<file path="src/hdl/palette_image_rle_decoder_assert.svh">
// Assertion macros for the palette image span decoder.
// Used by the top level; expects clk_i and rst_ni in scope.
`ifndef PALETTE_IMAGE_RLE_DECODER_ASSERT_SVH
`define PALETTE_IMAGE_RLE_DECODER_ASSERT_SVH
`ifndef SYNTHESIS
`define PIRD_ASSERT(lbl, prop, msg) \
  lbl: assert property (@(posedge clk_i) disable iff (!rst_ni) (prop)) else $error(msg);
`define PIRD_ASSERT_NEXT(lbl, ante, cons, msg) \
  lbl: assert property (@(posedge clk_i) disable iff (!rst_ni) (ante) |=> (cons)) \
    else $error(msg);
`else
`define PIRD_ASSERT(lbl, prop, msg)
`define PIRD_ASSERT_NEXT(lbl, ante, cons, msg)
`endif
`endif

</file>
<file path="src/hdl/pird_pkg.sv">
// Shared types and constants of the palette image span decoder.
// No dependencies.
package pird_pkg;

  localparam int unsigned DimW   = 12;
  localparam int unsigned RunW   = 7;
  localparam int unsigned ByteW  = 8;
  localparam int unsigned ProdW  = 2 * DimW;
  localparam int unsigned QuotW  = 7;
  localparam int unsigned PosW   = DimW + 1;
  localparam int unsigned AddrW  = 4;
  localparam int unsigned DataW  = 32;

  localparam logic [ByteW-1:0] SkipBase   = 8'd128;
  localparam logic [ByteW-1:0] RepeatBase = 8'd192;

  localparam logic [1:0] RegWidth  = 2'd0;
  localparam logic [1:0] RegHeight = 2'd1;
  localparam logic [1:0] RegMode   = 2'd2;

  typedef enum logic [1:0] {
    KIND_CONTROL = 2'd0,
    KIND_LITERAL = 2'd1,
    KIND_REPEAT  = 2'd2
  } pird_kind_e;

  typedef enum logic [1:0] {
    ST_IDLE = 2'd0,
    ST_PREP = 2'd1,
    ST_EMIT = 2'd2,
    ST_DIV  = 2'd3
  } pird_state_e;

  // effective image size and mode
  typedef struct packed {
    logic [DimW-1:0] width;
    logic [DimW-1:0] height;
    logic            compressed;
  } pird_cfg_t;

  typedef struct packed {
    logic take;
    logic prep;
    logic emit;
    logic step;
  } pird_cmd_t;

  typedef struct packed {
    logic span;
    logic out_free;
    logic done;
    logic div_last;
  } pird_status_t;

endpackage

</file>
<file path="src/hdl/palette_image_rle_decoder.sv">
// Top level of the palette image span decoder.
// Depends on pird_pkg, pird_regs, pird_ctrl, pird_dp and the assertion header.
//
//  channel   signals                          direction  moves
//  config    psel/penable/pwrite/paddr/...    in/out     register request
//  byte in   in_valid_i/in_ready_o            in         data_byte_i
//  span out  out_valid_o/out_ready_i          out        span_x_o .. image_done_o
//
// A byte that yields no span leaves the input ready for the next one. A span byte
// goes through accept, position prep with the row multiply, emit and, unless the
// image ends there, 7 steps of the restoring divider wrapping the column by width.
// Emit waits while the previous span is still unclaimed in the output register.
// Reset puts the position at zero with a control byte expected; no clearing pass.
`include "palette_image_rle_decoder_assert.svh"

module palette_image_rle_decoder #(
  parameter int unsigned MAX_DIMENSION = 4095
) (
  input  logic                       clk_i,
  input  logic                       rst_ni,
  input  logic                       psel,
  input  logic                       penable,
  input  logic                       pwrite,
  input  logic [pird_pkg::AddrW-1:0] paddr,
  input  logic [pird_pkg::DataW-1:0] pwdata,
  output logic [pird_pkg::DataW-1:0] prdata,
  output logic                       pready,
  input  logic                       in_valid_i,
  output logic                       in_ready_o,
  input  logic [pird_pkg::ByteW-1:0] data_byte_i,
  output logic                       out_valid_o,
  input  logic                       out_ready_i,
  output logic [pird_pkg::DimW-1:0]  span_x_o,
  output logic [pird_pkg::DimW-1:0]  span_y_o,
  output logic [pird_pkg::RunW-1:0]  span_length_o,
  output logic [pird_pkg::ByteW-1:0] color_index_o,
  output logic                       transparent_o,
  output logic                       image_done_o
);
  import pird_pkg::*;

  pird_cfg_t    cfg;
  pird_cmd_t    cmd;
  pird_status_t status;

  pird_regs #(
    .MAX_DIMENSION(MAX_DIMENSION)
  ) u_regs (
    .clk_i  (clk_i),
    .rst_ni (rst_ni),
    .psel   (psel),
    .penable(penable),
    .pwrite (pwrite),
    .paddr  (paddr),
    .pwdata (pwdata),
    .prdata (prdata),
    .pready (pready),
    .cfg_o  (cfg)
  );

  pird_ctrl u_ctrl (
    .clk_i     (clk_i),
    .rst_ni    (rst_ni),
    .in_valid_i(in_valid_i),
    .in_ready_o(in_ready_o),
    .status_i  (status),
    .cmd_o     (cmd)
  );

  pird_dp u_dp (
    .clk_i        (clk_i),
    .rst_ni       (rst_ni),
    .cfg_i        (cfg),
    .cmd_i        (cmd),
    .status_o     (status),
    .data_byte_i  (data_byte_i),
    .out_valid_o  (out_valid_o),
    .out_ready_i  (out_ready_i),
    .span_x_o     (span_x_o),
    .span_y_o     (span_y_o),
    .span_length_o(span_length_o),
    .color_index_o(color_index_o),
    .transparent_o(transparent_o),
    .image_done_o (image_done_o)
  );

  `PIRD_ASSERT(a_span_nonempty, !out_valid_o || (span_length_o != '0), "empty span")
  `PIRD_ASSERT(a_skip_no_color, !(out_valid_o && transparent_o) || (color_index_o == '0), "skip span has color")
  `PIRD_ASSERT_NEXT(a_quiet_byte, in_valid_i && in_ready_o && !status.span, in_ready_o, "stall after quiet byte")

endmodule

</file>
<file path="src/hdl/pird_regs.sv">
// Configuration registers behind the APB-style port, with size clamping.
// Depends on pird_pkg.
module pird_regs #(
  parameter int unsigned MAX_DIMENSION = 4095
) (
  input  logic                       clk_i,
  input  logic                       rst_ni,
  input  logic                       psel,
  input  logic                       penable,
  input  logic                       pwrite,
  input  logic [pird_pkg::AddrW-1:0] paddr,
  input  logic [pird_pkg::DataW-1:0] pwdata,
  output logic [pird_pkg::DataW-1:0] prdata,
  output logic                       pready,
  output pird_pkg::pird_cfg_t        cfg_o
);
  import pird_pkg::*;

  localparam int unsigned CapInt = (MAX_DIMENSION > 4095) ? 4095 : MAX_DIMENSION;
  localparam logic [DimW-1:0] DimCap = DimW'(CapInt);

  logic [DimW-1:0] width_q, height_q;
  logic            mode_q;
  logic            wr_en;
  logic [1:0]      reg_sel;

  assign pready  = 1'b1;
  assign wr_en   = psel && penable && pwrite;
  assign reg_sel = paddr[3:2];

  always_ff @(posedge clk_i or negedge rst_ni) begin
    if (!rst_ni) begin
      width_q  <= DimW'(1);
      height_q <= DimW'(1);
      mode_q   <= 1'b0;
    end else if (wr_en) begin
      unique case (reg_sel)
        RegWidth:  width_q  <= pwdata[DimW-1:0];
        RegHeight: height_q <= pwdata[DimW-1:0];
        RegMode:   mode_q   <= pwdata[0];
        default: ;
      endcase
    end
  end

  always_comb begin
    unique case (reg_sel)
      RegWidth:  prdata = {{(DataW-DimW){1'b0}}, width_q};
      RegHeight: prdata = {{(DataW-DimW){1'b0}}, height_q};
      RegMode:   prdata = {{(DataW-1){1'b0}}, mode_q};
      default:   prdata = '0;
    endcase
  end

  function automatic logic [DimW-1:0] clamp_dim(input logic [DimW-1:0] v);
    logic [DimW-1:0] r;
    r = (v == '0) ? DimW'(1) : v;
    if (r > DimCap) r = DimCap;
    return r;
  endfunction

  assign cfg_o.width      = clamp_dim(width_q);
  assign cfg_o.height     = clamp_dim(height_q);
  assign cfg_o.compressed = mode_q;

endmodule

</file>
<file path="src/hdl/pird_ctrl.sv">
// Sequencer of the span decoder: accept, position prep, emit, wrap divide.
// Depends on pird_pkg.
module pird_ctrl (
  input  logic                   clk_i,
  input  logic                   rst_ni,
  input  logic                   in_valid_i,
  output logic                   in_ready_o,
  input  pird_pkg::pird_status_t status_i,
  output pird_pkg::pird_cmd_t    cmd_o
);
  import pird_pkg::*;

  pird_state_e state_q, state_d;

  always_ff @(posedge clk_i or negedge rst_ni) begin
    if (!rst_ni) begin
      state_q <= ST_IDLE;
    end else begin
      state_q <= state_d;
    end
  end

  always_comb begin
    state_d    = state_q;
    cmd_o      = '0;
    in_ready_o = 1'b0;
    unique case (state_q)
      ST_IDLE: begin
        in_ready_o = 1'b1;
        if (in_valid_i) begin
          cmd_o.take = 1'b1;
          if (status_i.span) state_d = ST_PREP;
        end
      end
      ST_PREP: begin
        cmd_o.prep = 1'b1;
        state_d    = ST_EMIT;
      end
      ST_EMIT: begin
        // hold until the previous span has left the output register
        if (status_i.out_free) begin
          cmd_o.emit = 1'b1;
          state_d    = status_i.done ? ST_IDLE : ST_DIV;
        end
      end
      ST_DIV: begin
        cmd_o.step = 1'b1;
        if (status_i.div_last) state_d = ST_IDLE;
      end
      default: state_d = ST_IDLE;
    endcase
  end

endmodule

</file>
<file path="src/hdl/pird_dp.sv">
// Datapath: byte decode, raster position, span length and output register.
// Depends on pird_pkg.
module pird_dp (
  input  logic                       clk_i,
  input  logic                       rst_ni,
  input  pird_pkg::pird_cfg_t        cfg_i,
  input  pird_pkg::pird_cmd_t        cmd_i,
  output pird_pkg::pird_status_t     status_o,
  input  logic [pird_pkg::ByteW-1:0] data_byte_i,
  output logic                       out_valid_o,
  input  logic                       out_ready_i,
  output logic [pird_pkg::DimW-1:0]  span_x_o,
  output logic [pird_pkg::DimW-1:0]  span_y_o,
  output logic [pird_pkg::RunW-1:0]  span_length_o,
  output logic [pird_pkg::ByteW-1:0] color_index_o,
  output logic                       transparent_o,
  output logic                       image_done_o
);
  import pird_pkg::*;

  localparam int unsigned ShW = PosW + QuotW - 1;

  pird_kind_e       kind_q, kind_nx;
  logic [RunW-1:0]  count_q, count_nx;
  logic [DimW-1:0]  col_q, row_q;
  logic [RunW-1:0]  run_q, run_nx;
  logic [ByteW-1:0] color_q, color_nx;
  logic             transp_q, transp_nx;
  logic             span_nx;
  logic [ByteW-1:0] sub_skip, sub_rep, sub_one;

  logic [ProdW-1:0] prod_q;
  logic             oob;
  logic [DimW-1:0]  col_n, row_n, rows_below;
  logic [ProdW-1:0] remaining;
  logic [RunW-1:0]  len;
  logic             done;

  logic [PosW-1:0]  rem_q, rem_nx;
  logic [QuotW-1:0] quo_q, quo_nx;
  logic [2:0]       k_q;
  logic [ShW-1:0]   shifted;

  logic             out_valid_q;

  // ---- byte decode ----
  assign sub_skip = data_byte_i - SkipBase;
  assign sub_rep  = data_byte_i - RepeatBase;
  assign sub_one  = data_byte_i - 8'd1;

  always_comb begin
    kind_nx   = KIND_CONTROL;
    count_nx  = '0;
    span_nx   = 1'b0;
    run_nx    = RunW'(1);
    color_nx  = data_byte_i;
    transp_nx = 1'b0;
    unique case (kind_q)
      KIND_LITERAL: begin
        span_nx = 1'b1;
        if (count_q != '0) begin
          kind_nx  = KIND_LITERAL;
          count_nx = count_q - RunW'(1);
        end
      end
      KIND_REPEAT: begin
        run_nx  = count_q;
        span_nx = (count_q != '0);
      end
      default: begin
        if (cfg_i.compressed) begin
          if (data_byte_i > SkipBase) begin
            span_nx   = 1'b1;
            run_nx    = sub_skip[RunW-1:0];
            transp_nx = 1'b1;
          end else if (data_byte_i != '0) begin
            kind_nx  = KIND_LITERAL;
            count_nx = sub_one[RunW-1:0];
          end
        end else if (data_byte_i > RepeatBase) begin
          kind_nx  = KIND_REPEAT;
          count_nx = sub_rep[RunW-1:0];
        end else begin
          span_nx = 1'b1;
        end
      end
    endcase
  end

  // ---- position prep and span length ----
  assign oob        = (col_q >= cfg_i.width) || (row_q >= cfg_i.height);
  assign col_n      = oob ? '0 : col_q;
  assign row_n      = oob ? '0 : row_q;
  assign rows_below = cfg_i.height - DimW'(1) - row_n;

  assign remaining = prod_q + ProdW'(cfg_i.width - col_q);
  assign len       = (ProdW'(run_q) < remaining) ? run_q : remaining[RunW-1:0];
  assign done      = (ProdW'(len) == remaining);

  // ---- restoring divide of column + len by width, one quotient bit a step ----
  assign shifted = ShW'(cfg_i.width) << k_q;
  always_comb begin
    rem_nx = rem_q;
    quo_nx = quo_q;
    if (ShW'(rem_q) >= shifted) begin
      rem_nx     = rem_q - shifted[PosW-1:0];
      quo_nx[k_q] = 1'b1;
    end
  end

  always_ff @(posedge clk_i or negedge rst_ni) begin
    if (!rst_ni) begin
      kind_q  <= KIND_CONTROL;
      count_q <= '0;
      col_q   <= '0;
      row_q   <= '0;
      k_q     <= '0;
    end else begin
      if (cmd_i.take) begin
        kind_q  <= kind_nx;
        count_q <= count_nx;
      end
      if (cmd_i.prep) begin
        col_q <= col_n;
        row_q <= row_n;
      end else if (cmd_i.emit) begin
        if (done) begin
          col_q   <= '0;
          row_q   <= '0;
          kind_q  <= KIND_CONTROL;
          count_q <= '0;
        end
        k_q <= 3'(QuotW - 1);
      end else if (cmd_i.step) begin
        k_q <= k_q - 3'd1;
        if (k_q == '0) begin
          col_q <= rem_nx[DimW-1:0];
          row_q <= row_q + DimW'(quo_nx);
        end
      end
    end
  end

  always_ff @(posedge clk_i) begin
    if (cmd_i.take) begin
      run_q    <= run_nx;
      color_q  <= color_nx;
      transp_q <= transp_nx;
    end
    if (cmd_i.prep) prod_q <= ProdW'(rows_below) * ProdW'(cfg_i.width);
    if (cmd_i.emit) begin
      rem_q <= PosW'(col_q) + PosW'(len);
      quo_q <= '0;
    end else if (cmd_i.step) begin
      rem_q <= rem_nx;
      quo_q <= quo_nx;
    end
  end

  // ---- output register ----
  always_ff @(posedge clk_i or negedge rst_ni) begin
    if (!rst_ni) begin
      out_valid_q <= 1'b0;
    end else if (cmd_i.emit) begin
      out_valid_q <= 1'b1;
    end else if (out_ready_i) begin
      out_valid_q <= 1'b0;
    end
  end

  always_ff @(posedge clk_i) begin
    if (cmd_i.emit) begin
      span_x_o      <= col_q;
      span_y_o      <= row_q;
      span_length_o <= len;
      color_index_o <= transp_q ? '0 : color_q;
      transparent_o <= transp_q;
      image_done_o  <= done;
    end
  end

  assign out_valid_o       = out_valid_q;
  assign status_o.span     = span_nx;
  assign status_o.out_free = !out_valid_q || out_ready_i;
  assign status_o.done     = done;
  assign status_o.div_last = (k_q == '0);

endmodule

</file>
<file path="config.mk">
export PLATFORM = sky130hd
export DESIGN_NAME = palette_image_rle_decoder
export DESIGN_NICKNAME = d
export VERILOG_FILES = /design/src/hdl/pird_pkg.sv /design/src/hdl/palette_image_rle_decoder.sv /design/src/hdl/pird_regs.sv /design/src/hdl/pird_ctrl.sv /design/src/hdl/pird_dp.sv
export VERILOG_INCLUDE_DIRS = /design/src /design/src/hdl
export SDC_FILE = /design/constraint.sdc
export NUM_CORES = 1
export LEC_CHECK = 0
export ABC_AREA = 1
export BUFFER_PORTS_ARGS = -buffer_cell sky130_fd_sc_hd__buf_2
export CORE_UTILIZATION = 64
export CTS_BUF_LIST = sky130_fd_sc_hd__clkbuf_4 sky130_fd_sc_hd__clkbuf_8
export DETAILED_ROUTE_END_ITERATION = 7
export PLACE_DENSITY = 0.95
export SYNTH_ARGS = -nofsm -noshare
export SYNTH_HDL_FRONTEND = slang
export SYNTH_HIERARCHICAL = 1
export SYNTH_SLANG_ARGS = --single-unit
export TNS_END_PERCENT = 1
</file>
<file path="constraint.sdc">
create_clock -name clk_i -period 11.7 [get_ports clk_i]
set_input_delay 3.51 -clock clk_i [delete_from_list [all_inputs] [get_ports clk_i]]
set_output_delay 3.51 -clock clk_i [all_outputs]
set_load 0.1 [all_outputs]
</file>
---- Yosys cells after proc, flatten, opt, wreduce, memory -nomap -nowiden ----
Index checks and enable logic that the tools add are counted.
storage, ports and cells
  logic and storage cells ................. 158
  register bits ........................... 165
  output and inout bits ................... 76
  input bits .............................. 51
operators by class
  mux-type cells .......................... 67
  add/sub/neg operators ................... 12
  reduce and logical (&&, ||, !) cells .... 27
  eq/ne operators ......................... 14
  shift operators ......................... 1
  bitwise logic cells ..................... 3
  $lt $le $gt $ge ......................... 10
  $mul .................................... 1
operator list
  kind                                                                   count
  12-bit 2-to-1 mux                                                      15
  7-bit 2-to-1 mux                                                       13
  13-bit 2-to-1 mux                                                      3
  12-bit case mux with 3 select lines                                    1
  7-bit case mux with 2 select lines                                     2
  24-bit adder                                                           1
  7-bit by 24-bit equality test with 1-bit output                        1
  12-bit >= comparator                                                   2
  12-bit greater-than comparator (second input constant)                 2
  12-bit zero test                                                       2
  7-bit by 24-bit less-than comparator with 1-bit output                 1
  12-bit by 12-bit multiplier with 24-bit output                         1
  2-bit 2-to-1 mux                                                       12
  7-bit by 1-bit subtractor with 7-bit output (second input constant)    3
  13-bit by 19-bit >= comparator with 1-bit output                       1
  12-bit by 3-bit left shift with 19-bit output                          1
  8-bit greater-than comparator (second input constant)                  2
  1-bit 2-to-1 mux                                                       15
  12-bit by 7-bit adder with 13-bit output                               1
  12-bit by 12-bit subtractor with 13-bit output                         1
  13-bit subtractor                                                      1
  12-bit by 7-bit adder with 12-bit output                               1
  12-bit by 1-bit subtractor with 12-bit output (second input constant)  1
  12-bit subtractor                                                      1
  29 further kinds                                                       51

---- Longest topological paths before layout ----
Gate-level depths: netlist of the first run.
  depth after elaboration ................. 12
  depth in mapped cells ................... 64
  mapped depth without buffers ............ 63

---- By module ----
The synthesis of the first run kept the hierarchy.
modules (own cells, without submodules)
  module     sequential area each (µm²)  times used  cells each  area an instance (µm²)
  pird_dp    3888.7                      1           2148        15780.1
  pird_regs  628.1                       1           205         1656.6
  pird_ctrl  50.0                        1           28          193.9

---- Worst setup path after synthesis of the first run ----
Ideal clock, no wire load.
  kind .................................... input to output
  start ................................... in paddr[3] (netlist bit)
  end ..................................... out prdata[10] (netlist bit)
  setup slack ............................. 2.137 ns
  path buffers ............................ 1
  arrival time ............................ 6.053 ns
  required time ........................... 8.190 ns
  cell stages on the path ................. 4
  cell sequence ........................... buf_6 > nor2_4 > inv_1 > o21ai_0
between the ends
  cells in the longest elaborated chain, start to end .. 2
  elaborated cells between the ends (all ways) .. 4
  classes of those cells .................. eq/ne (2); mux (1); reduce/logical (1)
RTL lines
  what                                         RTL line                         RTL
  start, declared                              palette_image_rle_decoder.sv:24  input logic [pird_pkg::AddrW-1:0] paddr,
  2-bit equality test (tied with other cells)  pird_regs.sv:47                  unique case (reg_sel)
  12-bit case mux with 3 select lines *        pird_regs.sv:47
  end, declared                                palette_image_rle_decoder.sv:26  output logic [pird_pkg::DataW-1:0] prdata,
Mark *: on every way between the ends. The rest lies on a longest branch, timed or not.

==> implementation parameters, run 1 <==
Parameter                              Value

Run status
  Status    finished with violations
  Violations in the final reports    design-rule violations

Logic synthesis
  Adder-cell share of the synthesized area    0.235
  Post-Synth XOR/XNOR Area    0.0302
  Most numerous cell types in the synthesized netlist    nand2_1 (601), inv_1 (463), nor2_1 (228)
  Yosys warnings    6
  Fraction of the mapped netlist area in simple logic gates    0.248
  Number of flops mapped to enable cells by yosys    94
  Synthesis-stage register bit count    165
  Area leader, netlist    edfxtp_1
  Share of synthesized area occupied by flip-flops and latches    0.259
  Multiplexer share of the synthesized area    0.00227
  Largest family of logic cells by synthesized area    simple AND/OR/NAND/NOR gates
  Count of cell types in the netlist    60
  Most frequent cell after synthesis    nand2_1
  Share of the synthesized area in compound gates (AO/OA/AOI/OAI)    0.0963
  Syn Area/Cell    7.40 sq um
  Synth area leaders    edfxtp_1 (16%), nand2_1 (13%), fa_1 (12%)
  Number of instances in the synthesized netlist    2381
  Netlist area before placement    0.0176 sq mm
  Async SR Flop Fraction    0.388
  Share of the synthesized area in the top cell type    0.160
  Primary flip-flop cell chosen by synthesis mapping    edfxtp_1

Worst setup path
  Worst setup EP type    register
  Cell type with the highest occurrence count on the critical path    nand2_1
  Arrival time reported for the critical path endpoint    10.93 ns
  Critical path data required time    11.93 ns
  Kind of critical path    register to register
  Crit Path Max Fanout    19
  Critical Path Start Type    register
  Standard cell with the maximum stage delay on the critical path    dfrtp_1
  Largest stage delay, worst path    0.73 ns

Clocking
  CTS root buf    clkbuf_8
  Number of buffers inserted during clock tree synthesis    17
  Hold_buf cts    0
  # clock sinks    165
  Clock-pin slew on the worst setup and hold paths    0.12 ns
  Count of H-tree levels built during CTS    4
  Clock latency at the later pin of the worst-skew pair    0.48 ns
  Cells resized by post-CTS repair    0
  Deepest clock path buffer count    2
  Clock tree from TritonCTS    yes
  Number of buffers inserted by post-CTS setup repair    0

STA
  RSZ-0062 raised after global routing    false
  Final Max Tran Viols    0
  Final clock period utilization by the worst path    0.915
  Setup TNS    0 ns
  Slew at the pin with the worst max-slew slack    0.956 ns
  Final Skew    0.0211 ns
  Final min period    10.70 ns
  Highest clock frequency the design can meet    93.5 MHz
  Worst slew margin relative to its limit    0.361
  Hold violation count in the final report    0
  Final setup viols    0

Global routing
  Vias in the first global route    15600
  Grt ovf    0
  Maximum number of pins on one net before global-route repair    65
  Number of antenna violations at the first check in global routing    0
  First-pass GRT wire length    74800 um
  Overall track demand over capacity in global routing    0.333

Run
  Maxcap violations    0

Floorplan
  Die H    168 um
  Core ar.    0.0270 sq mm
  Total I/O pin count    127
  Starting density of the core    0.654
  Die Outline Area    0.0282 sq mm
  Die Width    168 um
  Number of rows in the core area    60

Routing
  # DRC    1
  Routed Antenna Nets    0
  Per-cell via count in the routed design    5.72
  Detail-routed net length per standard cell    16.4 um
  DR vias    15900
  Initial drt markers    1713
  First-pass DRT Iterations    8
  Routed wire length    45700 um

Layout
  Fraction of layout instances using a drive strength above 1    0.0905
  Final net count    2747
  Synthesis-to-layout area growth    5.61%
  Fillers    2071
  Final core utilization    0.691
  Diodes inserted    0

Placed design
  Buffers on Ports    83
  Final GP Congestion    0.993
  Placed wire-length estimate after detailed placement    35000 um

Min path
  Worst min path class    register to register
[cell usage in the layout, fill, tap and decap left out, types with 17 or more instances in the layout]
master,synthesis,layout
a21oi_1,84,84
buf_2,0,83
buf_4,26,17
clkbuf_8,0,17
conb_1,2,21
dfrtp_1,62,62
edfxtp_1,94,94
fa_1,106,106
ha_1,161,161
inv_1,463,463
nand2_1,601,601
nand3_1,93,93
nand4_1,34,34
nor2_1,228,227
nor3_1,18,18
o21ai_0,97,97
o21ai_2,25,25
xnor2_1,22,22
xor2_1,37,37
[worst max-delay path, delay by kind of cell, from the launching register on]
family,cells,cell delay [ns]
compound gates,12,1.79
xor+xnor,1,0.07
fa+ha+maj,9,3.54
buf+inv,10,1.23
flops,1,0.73
simple gates,29,3.08
[registers in the layout, indices dropped and copies added (netlist names), 12 cells and up]
register,cells
u_regs/height_q,12
u_regs/width_q,12
u_dp/span_x_o,12
u_dp/prod_q,24
u_dp/rem_q,13
u_dp/span_y_o,12
u_dp/col_q,12
u_dp/row_q,12
[worst paths after layout]
kind / cells past startpoint / slack, ns / from / endpoint
max in group asynchronous: 2 / 7.92 / rst_ni / u_dp/col_q[5]$_DFFE_PN0P_
max: 61 / 1.0 / u_regs/width_q[7]$_DFFE_PN0P_ / u_dp/prod_q[23]$_DFFE_PP_
max reg2reg: 61 / 1.0 / u_regs/width_q[7]$_DFFE_PN0P_ / u_dp/prod_q[23]$_DFFE_PP_
min in group asynchronous: 2 / 3.23 / rst_ni / u_dp/row_q[7]$_DFFE_PN0P_
min reg2reg: 2 / 0.49 / u_regs/height_q[0]$_DFFE_PN1P_ / u_regs/height_q[0]$_DFFE_PN1P_
min: 2 / 0.49 / u_regs/height_q[0]$_DFFE_PN1P_ / u_regs/height_q[0]$_DFFE_PN1P_
[per-layer routing]
layer,share of wire,up-vias,GRT usage
li1,-,7524,-
met1,0.39,7421,0.407
met2,0.48,795,0.566
met3,0.080,176,0.0583
met4,0.045,0,0.174
met5,0,-,0
[per-stage QoR]
step | hold WS [ns] | setup slack (ns) | std cells | area (sq um)
6_report | 0.489 | 0.999 | 2783 | 18600
5_1_grt | 0.505 | 0.209 | 2783 | 18600
4_1_cts | 0.489 | 1.24 | 2783 | 18600
3_5_place_dp | 0.470 | 1.35 | 2751 | 18200
3_3_place_gp | 0.455 | 1.59 | 2751 | 18200
2_1_floorplan | 0.424 | 2.14 | 2400 | 17700
[kinds of logic after synthesis]
logic type      count (synthesis)
compound gates                281
xor+xnor                       60
fa+ha+maj                     267
buf+inv                       566
flops                         165
mux                             4
other cells                     2
simple gates                 1036
[cell type report]
type / count / area [sq um] / area share
clock inverter: 15 / 198 / 0.0106
timing repair buffer: 100 / 543 / 0.0292
sequential: 165 / 4570 / 0.245
inverter: 476 / 1790 / 0.0960
multi-input combinational: 1669 / 10900 / 0.584
tap: 341 / 427 / 0.0229
clock buffer: 17 / 234 / 0.0126
Power of run 1 is not shown: default switching activity piles up to over one toggle a cycle in this logic, so the estimate is an artifact.
==> run 2: changes to the inputs <==
--- a/config.mk
+++ b/config.mk
@@ -8,6 +8,7 @@
 export LEC_CHECK = 0
 export ABC_AREA = 1
 export BUFFER_PORTS_ARGS = -buffer_cell sky130_fd_sc_hd__buf_2
+export CORE_ASPECT_RATIO = 0.5
 export CORE_UTILIZATION = 64
 export CTS_BUF_LIST = sky130_fd_sc_hd__clkbuf_4 sky130_fd_sc_hd__clkbuf_8
 export DETAILED_ROUTE_END_ITERATION = 7
==> implementation parameters, run 2 (same netlist as run 1, synthesis figures left out) <==
Parameter                              Value

Routing
  Routed metal-1 wire length    18000 um
  Detail-routed net length per standard cell    16.0 um
  Per-cell via count in the routed design    5.78
  DR vias    16100
  First-pass DRT Iterations    6
  Top routing layer used    met4
  Initial drt markers    1988
  # DRC    0
  Sum of met2 wire segment lengths after detailed routing    20100 um
  Met3 routed wirelength    4790 um
  Routed Antenna Nets    0
  Routed wire length    44600 um

Global routing
  Maximum number of pins on one net before global-route repair    65
  First-pass GRT wire length    72800 um
  Number of antenna violations at the first check in global routing    0
  Vias in the first global route    15200
  Overall track demand over capacity in global routing    0.324
  Grt ovf    0

Placed design
  Placed wire-length estimate after detailed placement    34700 um
  Final GP Congestion    0.980
  Buffers on Ports    83

STA
  Final Skew    0.0303 ns
  Slew at the pin with the worst max-slew slack    1.04 ns
  RSZ-0062 raised after global routing    false
  Final Max Tran Viols    0
  Final hold slack    0.489 ns
  Final setup viols    0
  Worst slew margin relative to its limit    0.302
  Highest clock frequency the design can meet    91.2 MHz
  Final clock period utilization by the worst path    0.937
  Final min period    10.97 ns
  Hold violation count in the final report    0
  Setup TNS    0 ns

Clocking
  Count of H-tree levels built during CTS    4
  Deepest clock path buffer count    2
  Cells resized by post-CTS repair    0
  # clock sinks    165
  Clock tree from TritonCTS    yes
  Clock-pin slew on the worst setup and hold paths    0.09 ns
  Number of buffers inserted during clock tree synthesis    17
  CTS root buf    clkbuf_8
  Hold_buf cts    0
  Clock latency at the later pin of the worst-skew pair    0.51 ns
  Number of buffers inserted by post-CTS setup repair    0

Min path
  Worst min path class    register to register

Run status
  Status    finished, final reports clean

Floorplan
  Number of rows in the core area    42
  Core ar.    0.0267 sq mm
  Total I/O pin count    127
  Die Width    237 um
  Starting density of the core    0.659
  Die H    119 um
  Die Outline Area    0.0283 sq mm

Worst setup path
  Kind of critical path    register to register
  Crit Path Max Fanout    19
  Arrival time reported for the critical path endpoint    11.27 ns
  Standard cell with the maximum stage delay on the critical path    dfrtp_1
  Critical path data required time    12.01 ns
  Worst setup EP type    register
  Cell type with the highest occurrence count on the critical path    nand2_1
  Largest stage delay, worst path    0.54 ns
  Critical Path Start Type    register

Layout
  Diodes inserted    0
  Commonest cells after routing, fill and taps aside    nand2_1 (601), inv_1 (463), nor2_1 (227)
  Top reg by flops    u_dp/prod_q
  Fraction of layout instances using a drive strength above 1    0.0897
  Total area of sequential cells    0.00457 sq mm
  Synthesis-to-layout area growth    5.20%
  Fillers    1937
  Area occupied by multi-input gates    0.0109 sq mm
  Most common library cell in the layout ignoring fill and taps    nand2_1
  Flip-flop count of the largest register after layout    24
  Final net count    2746
  Regs by FF count    u_dp/prod_q x24, u_dp/rem_q x13

Run
  Maxcap violations    0
-- run 2: cell types whose count changed in the layout (fill, tap and decap cells not counted), moves of 2 or more --
cell      change
clkinv_8      -6
inv_12        -2
inv_6         +2
clkinv_2      +4
-- run 2: metrics by stage --
stage               area, sq um   util  std cells  setup slack, ns
global route              18500  0.693       2793           0.0305
detailed placement        18200  0.680       2761             1.18
global placement          18200  0.680       2761             1.47
finish                    18500  0.693       2793            0.734
CTS                       18500  0.693       2793             1.17
floorplan                 17700      -       2400             2.14
-- run 2: layout make-up --
type	instances	share of cell area
well taps	352	0.0237
clock buffers	19	0.0138
clock inverters	13	0.00526
multi-input cells	1669	0.586
inverters	476	0.0963
flip-flops and latches	165	0.246
repair buffers	99	0.0289
-- run 2: final timing paths --
path                       cells past startpoint                            from                              to  slack, ns
min                                            2  u_regs/height_q[0]$_DFFE_PN1P_  u_regs/height_q[0]$_DFFE_PN1P_       0.49
max in group asynchronous                      2                          rst_ni   u_regs/width_q[3]$_DFFE_PN0P_       7.92
min reg2reg                                    2  u_regs/height_q[0]$_DFFE_PN1P_  u_regs/height_q[0]$_DFFE_PN1P_       0.49
min in group asynchronous                      2                          rst_ni        u_dp/kind_q[1]$_DFF_PN0_       3.15
max                                           53  u_regs/width_q[10]$_DFFE_PN0P_       u_dp/prod_q[23]$_DFFE_PP_       0.73
max reg2reg                                   53  u_regs/width_q[10]$_DFFE_PN0P_       u_dp/prod_q[23]$_DFFE_PP_       0.73
-- run 2: critical path, delay by kind of cell (launching register included) --
kind            cells  cell delay [ns]
xor+xnor            1             0.29
flops               1             0.54
simple gates       22             2.36
compound gates     14             3.07
fa+ha+maj           8             3.46
buf+inv             8             1.04
-- run 2: layer usage --
metal,vias up,track usage
li1,7512,-
met1,7416,0.425
met2,1013,0.516
met3,197,0.0772
met4,0,0.134
met5,-,0
Power of run 2 is left out for the same reason.
